[src/hw/rtl/erot_pkg.sv]
`timescale 1ns / 1ps
// ----------------------------------------------------------------------------
// erot_pkg: shared types, constants and functions for the euler rotator
// sine/cosine magnitude tables built at elaboration, fixed-point multiply
// ----------------------------------------------------------------------------
package erot_pkg;

	localparam int FracBits  = 16;
	localparam int TableSize = 360;
	localparam int TrigW     = 18;
	localparam int QDepth    = 4;
	localparam int QAw       = $clog2(QDepth);

	// q62 constants of the table builder
	localparam logic [63:0] PiQ62      = 64'hC90FDAA22168C234;
	localparam logic [63:0] PiStep     = PiQ62 / 64'd180;
	localparam logic [63:0] RoundGuard = 64'd4096;
	localparam int          QShift     = 62;

	typedef logic [89:0][16:0] mag_tab_t;

	typedef struct packed {
		logic signed [31:0] x;
		logic signed [31:0] y;
		logic signed [31:0] z;
		logic [8:0]         ang_x;
		logic [8:0]         ang_y;
		logic [8:0]         ang_z;
	} vtx_in_t;

	typedef struct packed {
		logic signed [TrigW-1:0] s;
		logic signed [TrigW-1:0] c;
	} trig_t;

	typedef struct packed {
		logic signed [31:0] x;
		logic signed [31:0] y;
		logic signed [31:0] z;
		trig_t              tx;
		trig_t              ty;
		trig_t              tz;
	} item_t;

	// (a*b) >> 62 on q62 operands, low 64 bits kept
	function automatic logic [63:0] mulq(input logic [63:0] a, input logic [63:0] b);
		logic [127:0] p;
		p = {64'd0, a} * {64'd0, b};
		return p[125:62];
	endfunction

	// taylor series for 0..45 degrees, q62 result
	function automatic logic [63:0] series(input int deg, input logic want_sin);
		logic [63:0] x;
		logic [63:0] x2;
		logic [63:0] ts;
		logic [63:0] tc;
		logic [63:0] ss;
		logic [63:0] cc;
		x  = 64'(deg) * PiStep;
		x2 = mulq(x, x);
		ts = x;
		tc = 64'd1 << QShift;
		ss = x;
		cc = tc;
		for (int n = 1; n <= 14; n++) begin
			ts = mulq(ts, x2) / 64'((2 * n) * (2 * n + 1));
			tc = mulq(tc, x2) / 64'((2 * n - 1) * (2 * n));
			if (n % 2 == 1) begin
				ss = ss - ts;
				cc = cc - tc;
			end else begin
				ss = ss + ts;
				cc = cc + tc;
			end
		end
		return want_sin ? ss : cc;
	endfunction

	// first-quadrant magnitudes in FracBits format, truncated toward zero
	function automatic mag_tab_t build_tab(input logic want_sin);
		mag_tab_t    t;
		logic [63:0] m;
		logic [63:0] v;
		for (int a = 0; a < 90; a++) begin
			if (a <= 45) begin
				m = series(a, want_sin);
			end else begin
				m = series(90 - a, !want_sin);
			end
			v = (m + RoundGuard) >> (QShift - FracBits);
			t[a] = v[16:0];
		end
		return t;
	endfunction

	localparam mag_tab_t SinMag = build_tab(1'b1);
	localparam mag_tab_t CosMag = build_tab(1'b0);

	// whole-degree angle to signed sine and cosine
	function automatic trig_t trig_lookup(input logic [8:0] ang);
		logic [9:0]  r;
		logic [1:0]  q;
		logic [9:0]  a;
		logic [16:0] ms;
		logic [16:0] mc;
		logic [16:0] vs;
		logic [16:0] vc;
		trig_t       res;
		r = {1'b0, ang};
		if (r >= 10'(TableSize)) begin
			r = r - 10'(TableSize);
		end
		if (r >= 10'd270) begin
			q = 2'd3;
			a = r - 10'd270;
		end else if (r >= 10'd180) begin
			q = 2'd2;
			a = r - 10'd180;
		end else if (r >= 10'd90) begin
			q = 2'd1;
			a = r - 10'd90;
		end else begin
			q = 2'd0;
			a = r;
		end
		ms = SinMag[a[6:0]];
		mc = CosMag[a[6:0]];
		// odd quadrants swap sine and cosine
		vs = q[0] ? mc : ms;
		vc = q[0] ? ms : mc;
		res.s = q[1] ? -$signed({1'b0, vs}) : $signed({1'b0, vs});
		res.c = (q[0] ^ q[1]) ? -$signed({1'b0, vc}) : $signed({1'b0, vc});
		return res;
	endfunction

	// fixed-point multiply: full product, arithmetic shift, low 32 bits
	function automatic logic signed [31:0] fxmul(input logic signed [31:0] a,
			input logic signed [TrigW-1:0] b);
		logic signed [31+TrigW:0] p;
		p = a * b;
		return p[FracBits+31:FracBits];
	endfunction

endpackage

[src/hw/rtl/erot_fifo.sv]
`timescale 1ns / 1ps
// ----------------------------------------------------------------------------
// erot_fifo: short queue between front and back
// register based, one write and one read port
// ----------------------------------------------------------------------------
module erot_fifo import erot_pkg::*; (
	input  logic         clk,
	input  logic         arst_n,
	input  logic         in_valid,
	output logic         in_ready,
	input  item_t        in_data,
	output logic         out_valid,
	input  logic         out_ready,
	output item_t        out_data,
	output logic [QAw:0] count
);

	item_t          mem_q [QDepth];
	logic [QAw-1:0] wr_ptr_q;
	logic [QAw-1:0] rd_ptr_q;
	logic [QAw:0]   count_q;
	logic           push;
	logic           pop;

	assign in_ready  = count_q != (QAw+1)'(QDepth);
	assign out_valid = count_q != '0;
	assign out_data  = mem_q[rd_ptr_q];
	assign count     = count_q;
	assign push      = in_valid && in_ready;
	assign pop       = out_valid && out_ready;

	always_ff @(posedge clk or negedge arst_n) begin
		if (!arst_n) begin
			wr_ptr_q <= '0;
			rd_ptr_q <= '0;
			count_q  <= '0;
		end else begin
			if (push) begin
				wr_ptr_q <= wr_ptr_q + 1'b1;
			end
			if (pop) begin
				rd_ptr_q <= rd_ptr_q + 1'b1;
			end
			if (push && !pop) begin
				count_q <= count_q + 1'b1;
			end else if (pop && !push) begin
				count_q <= count_q - 1'b1;
			end
		end
	end

	always_ff @(posedge clk) begin
		if (push) begin
			mem_q[wr_ptr_q] <= in_data;
		end
	end

endmodule

[config.mk]
export PLATFORM = sky130hd
export DESIGN_NAME = erot_fifo
export DESIGN_NICKNAME = d
export VERILOG_FILES = /design/src/hw/rtl/erot_pkg.sv /design/src/hw/rtl/erot_fifo.sv
export SDC_FILE = /design/constraint.sdc
export NUM_CORES = 1
export LEC_CHECK = 0
export BUFFER_PORTS_ARGS = -buffer_cell sky130_fd_sc_hd__buf_2
export CAP_MARGIN = 20
export CORE_ASPECT_RATIO = 1.75
export CORE_MARGIN = 2
export CORE_UTILIZATION = 59
export CTS_CLUSTER_DIAMETER = 100
export DETAILED_ROUTE_END_ITERATION = 12
export PLACE_DENSITY = 0.84
export SYNTH_ARGS = -nofsm -noshare
export SYNTH_HDL_FRONTEND = slang
export SYNTH_SLANG_ARGS = --single-unit
export TNS_END_PERCENT = 10
[constraint.sdc]
create_clock -name clk -period 14.1 [get_ports clk]
set_input_delay 3.525 -clock clk [delete_from_list [all_inputs] [get_ports clk]]
set_output_delay 3.525 -clock clk [all_outputs]
set_load 0.02 [all_outputs]
==> reports/results.tsv <==
stage	metric	value	unit
status	status	complete, no violations	
routing	Pre-antenna DRT Iters	5	
timing	total negative setup slack	0	ps
min_path	Hold Path Depth	1	
placement	worst slack at placement	7480	ps
die	Die Width	174	microns
logic_synthesis	sequential share of the synthesized area	82.7	%
power_and_ir_drop	Power per Cell Area	222	mW/mm^2
global_routing	Congestion Overflow GR	0	
setup_path	CP Launch Type	flip-flop	
logic_synthesis	Mapped Nets	1315	
global_routing	number of global-route vias before repair	14700	
setup_path	kind of critical path	reg -> out	
timing	worst-margin pin slew	1120	ps
cts	root buf cell	clkbuf_16	
timing	fin crit share	49.1	%
global_routing	initial antenna violation count	24	
global_routing	first-pass GRT wire length	91.3	mm
setup_path	Reg2Reg Setup Slack	10810	ps
setup_path	worst-path fanout max	75	
die	# rows	109	
setup_path	Critical R2R Launch	count[0]$_DFFE_PN0P_	
cts	clock latency on the worst-skew pair	600	ps
die	Die ar.	0.0525	sq mm
timing	FMAX	144	MHz
logic_synthesis	Synth Cell Area	0.0298	sq mm
setup_path	Worst EP required	10570	ps
routing	Via density	5.95	
die	die height	301	microns
timing	setup ws final	7180	ps
cts	H-tree lvl count	3	
cts	Clock transition at path regs	60	ps
cts	Setup Buffers After CTS	0	
routing	via count	13700	
placement	hpwl dp	36.5	mm
min_path	hold path endpoint	wr_ptr_q[1]$_DFFE_PN0P_	
cts	hold-fix buffers at CTS	0	
cts	clock tree buffer depth	3	
setup_path	Worst R2R Path Depth	4	
power_and_ir_drop	peak supply drop	0.187	mV
placement	port buffer count	416	
timing	unrepaired setup endpoints after global routing	no	
placement	gpl congestion	0.797	
die	I/O pin cnt	417	
run	max_cap viols	0	
setup_path	crit-path max cell delay	1050	ps
logic_synthesis	warnings from Yosys	0	
cts	number of buffers created by CTS	71	
min_path	HP Start	wr_ptr_q[1]$_DFFE_PN0P_	
final_layout	synthesis-to-finish area growth	17.5	%
cts	CTS tree	yes	
setup_path	FF-to-FF End	mem_q[3][10]$_DFFE_PP_	
timing	endpoints failing hold	0	
final_layout	share of layout cells above drive strength 1	46.0	%
global_routing	pin count of the biggest net entering global routing	101	
power_and_ir_drop	Final Power	7.79	mW
final_layout	final core occ	69.8	%
routing	final wirelength	62.7	mm
min_path	Tightest Hold Check Type	reg -> reg	
timing	count of pins over their slew limit	0	
setup_path	worst path arrival time	3400	ps
logic_synthesis	#FFs+latches synth	823	
routing	antenna-violating nets left	0	
setup_path	crit end category	primary output	
timing	count of final setup violators	0	
final_layout	Fill cells	2979	
setup_path	Crit-path slowest cell	dfrtp_4	
final_layout	nets@finish	1779	
routing	DRC violations left	0	
global_routing	Total GRT Usage	23.8	%
logic_synthesis	count of cell types in the netlist	18	
logic_synthesis	Syn Area/Cell	27.1	sq um
routing	DR iter-0 viols	1175	
cts	PostCTS Resize Cnt	0	
routing	wire per inst	27.3	microns
setup_path	cells along the critical path	buf_4 -> mux4_2 -> buf_2	
timing	clock skew	25.8	ps
timing	Tmin final	6920	ps
cts	CTS Sinks	823	
die	CORE AREA	0.0502	sq mm
logic_synthesis	Mapped Cells	1101	
timing	relative slew slack	25.2	%
die	Starting Density	59.4	%
power_and_ir_drop	Leakage	11.9	nW
[synthesized netlist by cell type (all sizes together)]
cell / count / area [sq um]
nor2: 2 / 7.51
xnor2: 4 / 35.0
a21boi: 1 / 11.3
and2: 4 / 25.0
mux2: 2 / 22.5
nand2: 2 / 7.51
dfrtp: 7 / 175
inv: 3 / 11.3
buf: 40 / 307
mux4: 204 / 4590
clkbuf: 6 / 22.5
ha: 5 / 62.6
nand3: 1 / 5.00
xor2: 2 / 17.5
fa: 1 / 20.0
edfxtp: 816 / 24500
or3: 1 / 6.26
[per-layer routing]
metal	part of all wire, %	GRT usage [%]	up-vias
met1	34	27.5	7160
met2	54	42.0	609
met4	4.7	11.5	14
met3	6.8	5.80	150
met5	0.13	0	-
li1	-	-	5731
[cell usage in the layout, fill, tap and decap left out]
master	n
nand2_1	2
mux2_2	2
nor2_1	2
inv_16	1
buf_4	12
diode_2	16
ha_1	5
dfrtp_1	5
clkbuf_16	72
fa_1	1
xor2_1	2
clkinv_1	14
clkinv_16	2
xnor2_1	4
a21boi_2	1
clkinvlp_4	1
or3_1	1
clkinv_8	1
bufinv_16	6
and2_4	4
buf_12	2
buf_16	7
clkinv_2	11
edfxtp_1	816
dfrtp_4	2
mux4_2	204
inv_1	3
buf_2	416
clkbuf_1	16
nand3_1	1
[worst max-delay path: cells and delay by family (launching register included)]
kind / cells / cell delay [ps]
buf+inv: 2 / 1160
mux: 1 / 450
flops: 1 / 1050
[power by group]
group,leakage (nW),switching (mW),internal (mW)
clock network,1.10,0.830,1.06
logic,3.21,1.50,0.982
registers,7.55,0.188,3.23
total,11.9,2.52,5.27
[layout make-up]
class,count,area [sq um],area share (%)
antenna,16,40.0,0.114
clock buffer,88,1860,5.31
clock inverter,36,392,1.12
inverter,3,11.3,0.0321
multi-input combinational,229,4820,13.8
sequential,823,24700,70.4
tap,666,833,2.38
timing repair buffer,437,2400,6.86
[flip-flops by register name, indices dropped and copies added (netlist names)]
signal    count
wr_ptr_q      2
count         3
mem_q       816
rd_ptr_q      2
[cells by family (layout without fill, tap and decap cells)]
family / Yosys count / after routing / share of synthesized area (%)
muxes: 206 / 206 / 15.5
and+or+nand+nor: 10 / 10 / 0.172
adders and majority gates: 6 / 6 / 0.277
other: 0 / 16 / 0
DFF: 823 / 823 / 82.7
buffers and inverters: 49 / 564 / 1.14
xor gates and xnor gates: 6 / 6 / 0.176
AOI/OAI and AO/OA: 1 / 1 / 0.0377
[through the flow]
stage / hold slack (ps) / cell area (sq um) / cells
finish: 581 / 35100 / 2298
global route: 620 / 35000 / 2296
CTS: 587 / 34800 / 2275
detailed placement: 574 / 32600 / 2151
global placement: 543 / 32500 / 2150
floorplan: 534 / 29800 / 1101
[worst max path at each step]
stage | to | start
finish | out_data[34] | rd_ptr_q[1]$_DFFE_PN0P_
detailed placement | mem_q[2][194]$_DFFE_PP_ | in_valid
global placement | out_data[177] | rd_ptr_q[0]$_DFFE_PN0P_
floorplan | mem_q[0][0]$_DFFE_PP_ | in_valid
CTS | out_data[12] | rd_ptr_q[0]$_DFFE_PN0P_
global route | out_data[40] | rd_ptr_q[1]$_DFFE_PN0P_
Note: power is estimated with default switching activity, not from simulation.
